[src/sv/lru_pkg.sv]
`timescale 1ns / 1ps
// ----------------------------------------------------------------------------
// LRU recency list package
// Shared sizes, command and status codes, and transaction payload types.
// ----------------------------------------------------------------------------
package lru_pkg;

    localparam int FRAMES = 16;
    localparam int SLOT_W = $clog2(FRAMES);
    localparam int CNT_W  = $clog2(FRAMES + 1);
    localparam int PAGE_W = 20;

    typedef enum logic [1:0] {
        CMD_PUSH  = 2'd0,
        CMD_EVICT = 2'd1,
        CMD_TOUCH = 2'd2,
        CMD_NOP   = 2'd3
    } lru_op_t;

    typedef enum logic [1:0] {
        ST_OK     = 2'd0,
        ST_FULL   = 2'd1,
        ST_EMPTY  = 2'd2,
        ST_UNUSED = 2'd3
    } lru_status_t;

    typedef struct packed {
        lru_op_t             cmd;
        logic [PAGE_W-1:0]   page_number;
        logic [3:0]          slot_index;
    } lru_req_t;

    typedef struct packed {
        logic [3:0]          slot_out;
        logic [PAGE_W-1:0]   page_out;
        lru_status_t         status;
        logic [4:0]          occupied;
    } lru_rsp_t;

endpackage

[src/sv/lru_in_reg.sv]
`timescale 1ns / 1ps
// ----------------------------------------------------------------------------
// LRU input register
// Holds one command transaction until the core consumes it.
// ----------------------------------------------------------------------------
module lru_in_reg
    import lru_pkg::*;
(
    input  logic     clk,
    input  logic     rst_n,
    input  logic     req_valid,
    output logic     req_ready,
    input  lru_req_t req,
    input  logic     take,
    output logic     hold_valid,
    output lru_req_t hold
);

    logic     valid_reg;
    logic     valid_next;
    lru_req_t data_reg;
    logic     accept;

    assign req_ready  = !valid_reg || take;
    assign accept     = req_valid && req_ready;
    assign valid_next = accept ? 1'b1 : (take ? 1'b0 : valid_reg);

    always_ff @(posedge clk or negedge rst_n)
    begin
        if (!rst_n)
        begin
            valid_reg <= 1'b0;
        end
        else
        begin
            valid_reg <= valid_next;
        end
    end

    always_ff @(posedge clk)
    begin
        if (accept)
        begin
            data_reg <= req;
        end
    end

    assign hold_valid = valid_reg;
    assign hold       = data_reg;

endmodule

[src/sv/lru_core.sv]
`timescale 1ns / 1ps
// ----------------------------------------------------------------------------
// LRU recency core
// Recency order, slot pages and occupancy; one command per fire.
// ----------------------------------------------------------------------------
module lru_core
    import lru_pkg::*;
(
    input  logic     clk,
    input  logic     rst_n,
    input  logic     fire,
    input  lru_req_t item,
    output lru_rsp_t result
);

    logic [SLOT_W-1:0] order_reg  [FRAMES];
    logic [SLOT_W-1:0] order_next [FRAMES];
    logic [PAGE_W-1:0] page_reg   [FRAMES];
    logic [FRAMES-1:0] used_reg;
    logic [FRAMES-1:0] used_next;
    logic [CNT_W-1:0]  count_reg;
    logic [CNT_W-1:0]  count_next;

    logic [SLOT_W-1:0] req_idx;
    logic              req_in_range;
    logic [SLOT_W-1:0] rd_idx;
    logic [PAGE_W-1:0] rd_page;
    logic [FRAMES-1:0] match;
    logic [FRAMES-1:0] at_or_after;
    logic [SLOT_W-1:0] slot;
    logic              page_we;
    lru_status_t       status;
    logic [PAGE_W-1:0] page_res;

    assign req_idx      = SLOT_W'(item.slot_index);
    assign req_in_range = int'(item.slot_index) < FRAMES;

    // single page read port: oldest slot on evict, requested slot otherwise
    assign rd_idx  = (item.cmd == CMD_EVICT) ? order_reg[0] : req_idx;
    assign rd_page = page_reg[rd_idx];

    // position of the touched slot among the occupied positions
    always_comb
    begin
        for (int i = 0; i < FRAMES; i++)
        begin
            match[i] = (order_reg[i] == req_idx) && (CNT_W'(i) < count_reg);
        end
        for (int i = 0; i < FRAMES; i++)
        begin
            at_or_after[i] = 1'b0;
            for (int j = 0; j <= i; j++)
            begin
                at_or_after[i] = at_or_after[i] | match[j];
            end
        end
    end

    always_comb
    begin
        order_next = order_reg;
        used_next  = used_reg;
        count_next = count_reg;
        page_we    = 1'b0;
        slot       = '0;
        status     = ST_OK;
        page_res   = '0;
        case (item.cmd)
            CMD_PUSH:
            begin
                if (count_reg >= CNT_W'(FRAMES))
                begin
                    status = ST_FULL;
                end
                else
                begin
                    slot            = order_reg[count_reg[SLOT_W-1:0]];
                    used_next[slot] = 1'b1;
                    count_next      = count_reg + 1'b1;
                    page_we         = 1'b1;
                end
            end
            CMD_EVICT:
            begin
                if (count_reg == '0)
                begin
                    status = ST_EMPTY;
                end
                else
                begin
                    slot            = order_reg[0];
                    page_res        = rd_page;
                    used_next[slot] = 1'b0;
                    count_next      = count_reg - 1'b1;
                    for (int i = 0; i < FRAMES; i++)
                    begin
                        order_next[i] = order_reg[(i + 1) % FRAMES];
                    end
                end
            end
            CMD_TOUCH:
            begin
                slot = req_idx;
                if (!req_in_range || !used_reg[req_idx])
                begin
                    status = ST_UNUSED;
                end
                else
                begin
                    page_res = rd_page;
                    for (int i = 0; i < FRAMES; i++)
                    begin
                        if (at_or_after[i] && (CNT_W'(i + 1) < count_reg))
                        begin
                            order_next[i] = order_reg[(i + 1) % FRAMES];
                        end
                        else if (at_or_after[i] && (CNT_W'(i + 1) == count_reg))
                        begin
                            order_next[i] = req_idx;
                        end
                    end
                end
            end
            default:
            begin
            end
        endcase
    end

    always_comb
    begin
        result.slot_out = (item.cmd == CMD_TOUCH) ? item.slot_index : 4'(slot);
        result.page_out = page_res;
        result.status   = status;
        result.occupied = 5'(count_next);
    end

    always_ff @(posedge clk or negedge rst_n)
    begin
        if (!rst_n)
        begin
            for (int i = 0; i < FRAMES; i++)
            begin
                order_reg[i] <= SLOT_W'(i);
            end
            used_reg  <= '0;
            count_reg <= '0;
        end
        else if (fire)
        begin
            order_reg <= order_next;
            used_reg  <= used_next;
            count_reg <= count_next;
        end
    end

    always_ff @(posedge clk)
    begin
        if (fire && page_we)
        begin
            page_reg[slot] <= item.page_number;
        end
    end

`ifndef NO_ASSERTIONS
    a_count_range: assert property (@(posedge clk) disable iff (!rst_n)
        count_reg <= CNT_W'(FRAMES))
        else $error("occupancy beyond frame count");

    a_count_matches_used: assert property (@(posedge clk) disable iff (!rst_n)
        $countones(used_reg) == int'(count_reg))
        else $error("used flags disagree with occupancy");

    a_push_grows: assert property (@(posedge clk) disable iff (!rst_n)
        fire && item.cmd == CMD_PUSH && status == ST_OK
        |=> count_reg == $past(count_reg) + 1'b1)
        else $error("successful push did not grow occupancy");

    a_oldest_used: assert property (@(posedge clk) disable iff (!rst_n)
        count_reg != '0 |-> used_reg[order_reg[0]])
        else $error("oldest position holds a free slot");
`endif

endmodule

[src/sv/lru_out_reg.sv]
`timescale 1ns / 1ps
// ----------------------------------------------------------------------------
// LRU result register
// Holds one result transaction until the consumer takes it.
// ----------------------------------------------------------------------------
module lru_out_reg
    import lru_pkg::*;
(
    input  logic     clk,
    input  logic     rst_n,
    input  logic     load,
    input  lru_rsp_t result,
    output logic     can_load,
    output logic     rsp_valid,
    input  logic     rsp_ready,
    output lru_rsp_t rsp
);

    logic     valid_reg;
    logic     valid_next;
    lru_rsp_t data_reg;

    assign can_load   = !valid_reg || rsp_ready;
    assign valid_next = load ? 1'b1 : (rsp_ready ? 1'b0 : valid_reg);

    always_ff @(posedge clk or negedge rst_n)
    begin
        if (!rst_n)
        begin
            valid_reg <= 1'b0;
        end
        else
        begin
            valid_reg <= valid_next;
        end
    end

    always_ff @(posedge clk)
    begin
        if (load)
        begin
            data_reg <= result;
        end
    end

    assign rsp_valid = valid_reg;
    assign rsp       = data_reg;

endmodule

[src/sv/lru_recency_order_list.sv]
`timescale 1ns / 1ps
// ----------------------------------------------------------------------------
// LRU recency order list
// Keeps page numbers in least-recently-used order over the frame slots.
// ----------------------------------------------------------------------------
//
//  channel | direction | handshake             | payload
//  --------+-----------+-----------------------+---------------------------------
//  req     | in        | req_valid / req_ready | cmd, page_number, slot_index
//  rsp     | out       | rsp_valid / rsp_ready | slot_out, page_out, status, occ.
//
// One command transaction per cycle sustained while rsp_ready holds high; each
// gives exactly one result. A command passes the input register, then the recency
// update (parallel compare and shift over all positions) into the result reg.
// Reset puts slots 0..FRAMES-1 in order, all free; no clearing pass is run.
// A stalled result holds the core; the input register still takes one more
// command, and req_ready falls only when both registers are full.
//
module lru_recency_order_list
    import lru_pkg::*;
(
    input  logic     clk,
    input  logic     rst_n,
    input  logic     req_valid,
    output logic     req_ready,
    input  lru_req_t req,
    output logic     rsp_valid,
    input  logic     rsp_ready,
    output lru_rsp_t rsp
);

    logic     hold_valid;
    lru_req_t hold;
    logic     can_load;
    logic     fire;
    lru_rsp_t result;

    // the core runs a command only when its result has somewhere to go
    assign fire = hold_valid && can_load;

    lru_in_reg u_in_reg (
        .clk        (clk),
        .rst_n      (rst_n),
        .req_valid  (req_valid),
        .req_ready  (req_ready),
        .req        (req),
        .take       (fire),
        .hold_valid (hold_valid),
        .hold       (hold)
    );

    lru_core u_core (
        .clk    (clk),
        .rst_n  (rst_n),
        .fire   (fire),
        .item   (hold),
        .result (result)
    );

    lru_out_reg u_out_reg (
        .clk       (clk),
        .rst_n     (rst_n),
        .load      (fire),
        .result    (result),
        .can_load  (can_load),
        .rsp_valid (rsp_valid),
        .rsp_ready (rsp_ready),
        .rsp       (rsp)
    );

`ifndef NO_ASSERTIONS
    a_occupied_range: assert property (@(posedge clk) disable iff (!rst_n)
        rsp_valid |-> rsp.occupied <= 5'(FRAMES))
        else $error("reported occupancy beyond frame count");

    a_push_page_zero: assert property (@(posedge clk) disable iff (!rst_n)
        rsp_valid && rsp.status != ST_OK |-> rsp.page_out == '0)
        else $error("failed command returned a page");
`endif

endmodule
[config.mk]
export PLATFORM = sky130hd
export DESIGN_NAME = lru_recency_order_list
export DESIGN_NICKNAME = d
export VERILOG_FILES = /design/src/sv/lru_pkg.sv /design/src/sv/lru_in_reg.sv /design/src/sv/lru_core.sv /design/src/sv/lru_out_reg.sv /design/src/sv/lru_recency_order_list.sv
export SDC_FILE = /design/constraint.sdc
export NUM_CORES = 1
export LEC_CHECK = 0
export ABC_AREA = 1
export ABC_CLOCK_PERIOD_IN_PS = 5230
export BUFFER_PORTS_ARGS = -buffer_cell sky130_fd_sc_hd__buf_2
export CORE_MARGIN = 2
export CORE_UTILIZATION = 50
export DETAILED_ROUTE_END_ITERATION = 16
export PLACE_DENSITY = 0.66
export SYNTH_ARGS = -nofsm -noshare
export SYNTH_HDL_FRONTEND = slang
export SYNTH_SLANG_ARGS = --single-unit
[constraint.sdc]
create_clock -name clk -period 5.23 [get_ports clk]
set_input_delay 1.046 -clock clk [delete_from_list [all_inputs] [get_ports clk]]
set_output_delay 1.046 -clock clk [all_outputs]
set_load 0.03 [all_outputs]
==> impl_metrics.toml, run 1 <==
[routing]
wirelength_um = 55100
dr.max_layer_used = "met4"
vias_per_cell = 5.86
drc_errors = 0
dr.pass1.iters = 6
initialDrtViolationCount = 1599
drt-met1-wl_um = 24700
detail-route-antenna-nets = 0
route.met3.wl_um = 4220
wl_met2_um = 24600
via_count = 15100
post_drt_wl_per_cell_um = 21.3

[yosys]
synthCells = 1954
synth_top_area_frac = 0.529
ys_dominant_reg_cell = "edfxtp_1"
synthTopCellsByArea = "edfxtp_1 (53%), dfrtp_1 (6.4%), mux2i_1 (6.2%)"
ys_types = 50
avgSynthCellArea_um2 = 11.0
synth-seq-cells = 464
synthTopCellsByCount = "edfxtp_1 (377), nand2_1 (343), o21ai_0 (234), inv_1 (141), nor2_1 (137)"
synth.most_common_cell = "edfxtp_1"
synth-edff-count = 377
synth.largest_area_cell = "edfxtp_1"
syn_nets = 1993
ys_seq_area_frac = 0.632
yosysWarnings = 0
syn-cell-area_um2 = 21400
async_flop_share = 0.188

[clock_network]
cts_buffer_depth = 3
ctsResizeCount = 0
hold_buffers = 0
htree_levels = 2
clock-sinks = 464
clk_latency_ns = 0.62
cts_tree = "yes"
clkTransAtPathRegs_ns = 0.06
postCtsSetupBuffers = 0
root_buffer = "clkbuf_16"
cts_buffers = 48

[timing]
period_share = 0.735
fin_crit_ns = 3.84
finalClockSkew_ns = 0.0424
timing.fmax_ghz = 0.260
timing.setup.tns_ns = 0
final-hold-violation-count = 0
slew_headroom = 0.166
rsz0062_at_grt = "no"
drv_slew = 0
worst_slew_pin_slew_ns = 1.24
setup_viol = 0

[final_layout]
multi_input_area_um2 = 6970
seqCellArea_um2 = 13500
final_layout_size_suffix_gt1_frac = 0.128
antenna_cells = 0
num-fill-cells = 3469
syn2layout_area_growth_pct = 11.8
nets = 2050
largest_reg_flops = 320

[global_route]
grt_max_degree = 121
grt_usage = 0.251
grt_overflow_total = 0
grt_pass1_wl_um = 85100
grt_pass1_vias = 14600
antenna_found_initial = 0

[job]
maxCapViolCount = 0

[die]
die_w_um = 211
dieArea_um2 = 44500
num_rows = 75
die_h_um = 211
io_pins = 63
coreArea_um2 = 42100
initial_utilization = 0.508

[worst_hold_path]
holdCritPathClass = "input port to async pin"

[placement]
dp_hpwl_um = 34200
port_buffers = 62
finalWeightedCongestion = 0.973

[setup_path]
end_kind = "flip-flop"
critPathKind = "flip-flop to flip-flop"
cp.required_ns = 5.62
arrival_ns = 4.23
worst-path-max-fanout = 47
crit_path_start_kind = "flip-flop"

[power]
vdd_drop_max_uv = 331
p_leak_nw = 9.31
total_power_mw = 11.6
cellPowerDensity_nw_per_um2 = 485

[outcome]
outcome = "finished, final reports clean"
==> logic make-up (layout without fill, tap and decap cells) <==
kind of cell | after synthesis | in the layout | synth area share
compound gates | 457 | 457 | 0.118
xor+xnor | 30 | 30 | 0.0123
fa+ha+maj | 9 | 9 | 0.00526
buf+inv | 243 | 336 | 0.0465
flops | 464 | 464 | 0.632
mux | 132 | 132 | 0.0617
simple gates | 619 | 619 | 0.124
==> metal layers <==
metal  vias up  global-route usage
met5         -                   0
met4         0              0.0814
met3       103              0.0387
met2       622               0.386
met1      7376               0.367
li1       7043                   -
==> worst max-delay path, stage by stage (launching register included) <==
cell,delay (ns)
edfxtp_1,0.42
inv_1,0.11
ha_1,0.77
buf_4,0.34
nand2_1,0.13
o21ai_4,0.26
buf_4,0.65
a21oi_1,0.14
o21ai_0,0.11
nand3_1,0.11
nand2_1,0.09
nor2_1,0.05
a211oi_1,0.36
==> layout by cell type (no fill, tap or decap), types with 16 or more instances in the layout <==
cell / instances
edfxtp_1: 377
dfrtp_1: 55
nand3_1: 81
buf_2: 61
nand2_1: 343
mux2i_1: 132
buf_4: 33
o21ai_0: 233
a211oi_1: 22
dfstp_2: 32
xnor2_1: 16
clkbuf_16: 48
o22ai_1: 26
nor2_1: 123
a31oi_1: 19
inv_1: 141
nor2_2: 16
o21ai_1: 21
a21oi_1: 100
==> stage by stage <==
| stage | worst slack, ns | std cells | util | hold WS (ns) | instance area, um2 |
|---|---|---|---|---|---|
| after floorplan | 1.17 | 1954 | - | 0.448 | 21400 |
| after global placement | 1.54 | 2500 | 0.532 | 0.465 | 22400 |
| after detailed placement | 1.44 | 2500 | 0.532 | 0.477 | 22400 |
| after CTS | 1.42 | 2586 | 0.568 | 0.454 | 23900 |
| after global routing | 1.06 | 2586 | 0.568 | 0.491 | 23900 |
| final | 1.39 | 2586 | 0.568 | 0.448 | 23900 |
==> power by group <==
group	switching (mW)	total [mW]	internal [mW]
registers	0.472	5.00	4.53
clock network	1.44	3.30	1.86
logic	2.27	3.31	1.03
==> path summary, 6_finish.rpt <==
path	cells past startpoint	slack, ns	start	to
max in group asynchronous	2	3.72	rst_n	u_core.order_reg[37]
max	12	1.39	u_in_reg.hold[25]	u_out_reg.rsp[24]
min in group clk	2	0.49	u_core.order_reg[0]	u_core.order_reg[0]
min	1	0.45	rst_n	u_in_reg.hold_valid
min reg2reg	2	0.49	u_core.order_reg[0]	u_core.order_reg[0]
max reg2reg	12	1.39	u_in_reg.hold[25]	u_out_reg.rsp[24]
==> area by class of cell <==
class | count | area share
Sequential cell | 464 | 0.565
Multi-Input combinational cell | 1247 | 0.291
Clock buffer | 61 | 0.0526
Timing Repair Buffer | 101 | 0.0289
Tap cell | 539 | 0.0282
Inverter | 149 | 0.0236
Clock inverter | 25 | 0.0104
Power figures use the tool's default switching activity.
==> inputs of run 2 (changes only) <==
--- a/config.mk
+++ b/config.mk
@@ -6,12 +6,12 @@
 export NUM_CORES = 1
 export LEC_CHECK = 0
 export ABC_AREA = 1
-export ABC_CLOCK_PERIOD_IN_PS = 5230
+export ABC_CLOCK_PERIOD_IN_PS = 3100
 export BUFFER_PORTS_ARGS = -buffer_cell sky130_fd_sc_hd__buf_2
 export CORE_MARGIN = 2
 export CORE_UTILIZATION = 50
 export DETAILED_ROUTE_END_ITERATION = 16
-export PLACE_DENSITY = 0.66
+export PLACE_DENSITY = 0.69
 export SYNTH_ARGS = -nofsm -noshare
 export SYNTH_HDL_FRONTEND = slang
 export SYNTH_SLANG_ARGS = --single-unit
==> constraint.sdc (replaced) <==
create_clock -name clk -period 3.1 [get_ports clk]
set_input_delay 0.62 -clock clk [delete_from_list [all_inputs] [get_ports clk]]
set_output_delay 0.62 -clock clk [all_outputs]
set_load 0.03 [all_outputs]
==> impl_metrics.toml, run 2 (synthesis gave the netlist of run 1 again) <==
[die]
die_w_um = 211
dieArea_um2 = 44500
num_rows = 75
die_h_um = 211
initial_utilization = 0.508
coreArea_um2 = 42100
io_pins = 63

[power]
p_leak_nw = 9.80
clkPwrFrac = 0.286
p_sw_frac = 0.358
p_int_mw = 13.3
p_comb_frac = 0.307
p_seq_frac = 0.407
vdd_drop_max_uv = 558
cellPowerDensity_nw_per_um2 = 825
p_switching_mw = 7.38

[setup_path]
critPathKind = "flip-flop to flip-flop"
end_kind = "flip-flop"
crit_path_end = "u_core.page_reg[10][10]"
worst-path-max-fanout = 20
r2r-start = "u_core.count_reg[2]"
regToRegEndpoint = "u_core.page_reg[10][10]"
arrival_ns = 3.23
r2r_slack_ns = 0.17
cp.required_ns = 3.39
crit_path_start_kind = "flip-flop"
critPathLaunch = "u_core.count_reg[2]"
r2r_cells = 15

[final_layout]
largest_reg_flops = 320
final_layout_size_suffix_gt1_frac = 0.173
final_area_um2 = 25000
final_cells = 2661
mostFrequentLayoutCells = "edfxtp_1 (377), nand2_1 (340), o21ai_0 (233), inv_1 (139), mux2i_1 (132)"
syn2layout_area_growth_pct = 16.8
nets = 2120
final_common_cell = "edfxtp_1"

[global_route]
grt_overflow_total = 0
grt_max_degree = 58
grt_pass1_wl_um = 85400
grt_pass1_vias = 14600
antenna_found_initial = 2
grt_usage = 0.252

[clock_network]
clock-sinks = 464
cts_buffers = 49
clk_latency_ns = 0.61
clkTransAtPathRegs_ns = 0.07
root_buffer = "clkbuf_16"
cts_tree = "yes"
cts_buffer_depth = 3
htree_levels = 2

[routing]
route.met3.wl_um = 4430
drt-met1-wl_um = 25000
dr.max_layer_used = "met5"
vias_per_cell = 5.82
dr.pass1.iters = 6
post_drt_wl_per_cell_um = 20.9
initialDrtViolationCount = 1591
via_count = 15500
wl_met2_um = 24600
wirelength_um = 55500
drc_errors = 0
detail-route-antenna-nets = 0

[timing]
fin_crit_ns = 2.93
setup_viol = 0
timing.fmax_ghz = 0.341
period_share = 0.946
slew_headroom = 0.486
rsz0062_at_grt = "no"
drv_slew = 0
final-hold-violation-count = 0
worst_slew_pin_slew_ns = 0.770
finalClockSkew_ns = 0.0246

[placement]
finalWeightedCongestion = 0.947
place_area_um2 = 23200
dp_cells = 2560
dp_hpwl_um = 37200
port_buffers = 62

[job]
maxCapViolCount = 0

[worst_hold_path]
holdCritPathClass = "input port to flip-flop"

[outcome]
outcome = "finished, final reports clean"
run 2: changes by cell type in the layout (fill, tap and decap cells not counted), moves of 3 or more:
cell	delta
buf_12	+19
nand2_2	+3
clkbuf_1	-6
nand3_2	+3
buf_4	+47
nor2_1	-3
nand2_1	-3
clkinv_1	-8
nor2_2	-7
clkinvlp_4	+4
nand3_1	-3
clkinv_2	+8
nor2_4	+10
run 2: layer usage:
layer  GRT usage  up-vias
met5           0        -
met4      0.0784        2
met3      0.0465       96
met2       0.379      622
met1       0.373     7576
li1            -     7190
run 2: repair_timing:
| item | 4_1_cts | 5_1_grt |
|---|---|---|
| setup buffers | 0 | 7 |
| pin swaps | 0 | 6 |
| gates cloned | 0 | 1 |
| gates resized for setup | 1 | 15 |
| hold buffers | 1 | 0 |
| endpoints found under the hold margin | 18 | 0 |
| setup endpoints to repair | 40 | 334 |
run 2: worst min-delay path by stage:
| stage | startpoint | end | cells past startpoint |
|---|---|---|---|
| after global routing | req[0] | u_in_reg.hold[0] | 1 |
| after floorplan | rst_n | u_core.count_reg[0] | 0 |
| after CTS | req[14] | u_in_reg.hold[14] | 1 |
| final | req[19] | u_in_reg.hold[19] | 1 |
| after detailed placement | u_core.order_reg[0] | u_core.order_reg[0] | 2 |
| after global placement | u_core.order_reg[0] | u_core.order_reg[0] | 2 |
run 2: cell type report:
type                       count  area, um2
inverter                     149        568
tap                          539        674
timing repair buffer         170       1470
multi-input combinational   1247       7110
sequential                   464      13500
clock buffer                  58       1290
antenna                        1       2.50
clock inverter                33        349
fill                        3377      17100
run 2: worst max-delay path: stages (launching register included):
cell and delay [ns]:
dfrtp_2 0.49, nor2_2 0.14, inv_2 0.05, nor2_1 0.08
nand2_1 0.08, nand2_1 0.07, inv_1 0.08, a31oi_4 0.19
inv_1 0.09, nor2_2 0.17, inv_2 0.09, o211ai_1 0.30
buf_4 0.19, nand3_2 0.17, nor2_2 0.21, buf_12 0.21
run 2: stage by stage:
stage / utilization / hold WS (ns) / power, mW / setup TNS, ns / setup WS [ns]
floorplan: - / 0.324 / 12.4 / -0.261 / -0.00652
global placement: 0.551 / 0.461 / 14.5 / 0 / 0.102
detailed placement: 0.551 / 0.463 / 14.5 / -0.0449 / -0.00486
CTS: 0.590 / 0.160 / 20.5 / 0 / 0.0111
global route: 0.593 / 0.170 / 21.7 / 0 / 0.00172
finish: 0.593 / 0.188 / 20.6 / 0 / 0.167
run 2: power by group through the flow:
stage          sequential, mW  combinational, mW  clock, mW
2_1_floorplan            8.37               4.01          0
3_3_place_gp             8.47               5.99          0
3_5_place_dp             8.49               6.06          0
4_1_cts                  8.37               6.10       6.01
5_1_grt                  8.47               6.97       6.24
6_report                 8.39               6.33       5.91
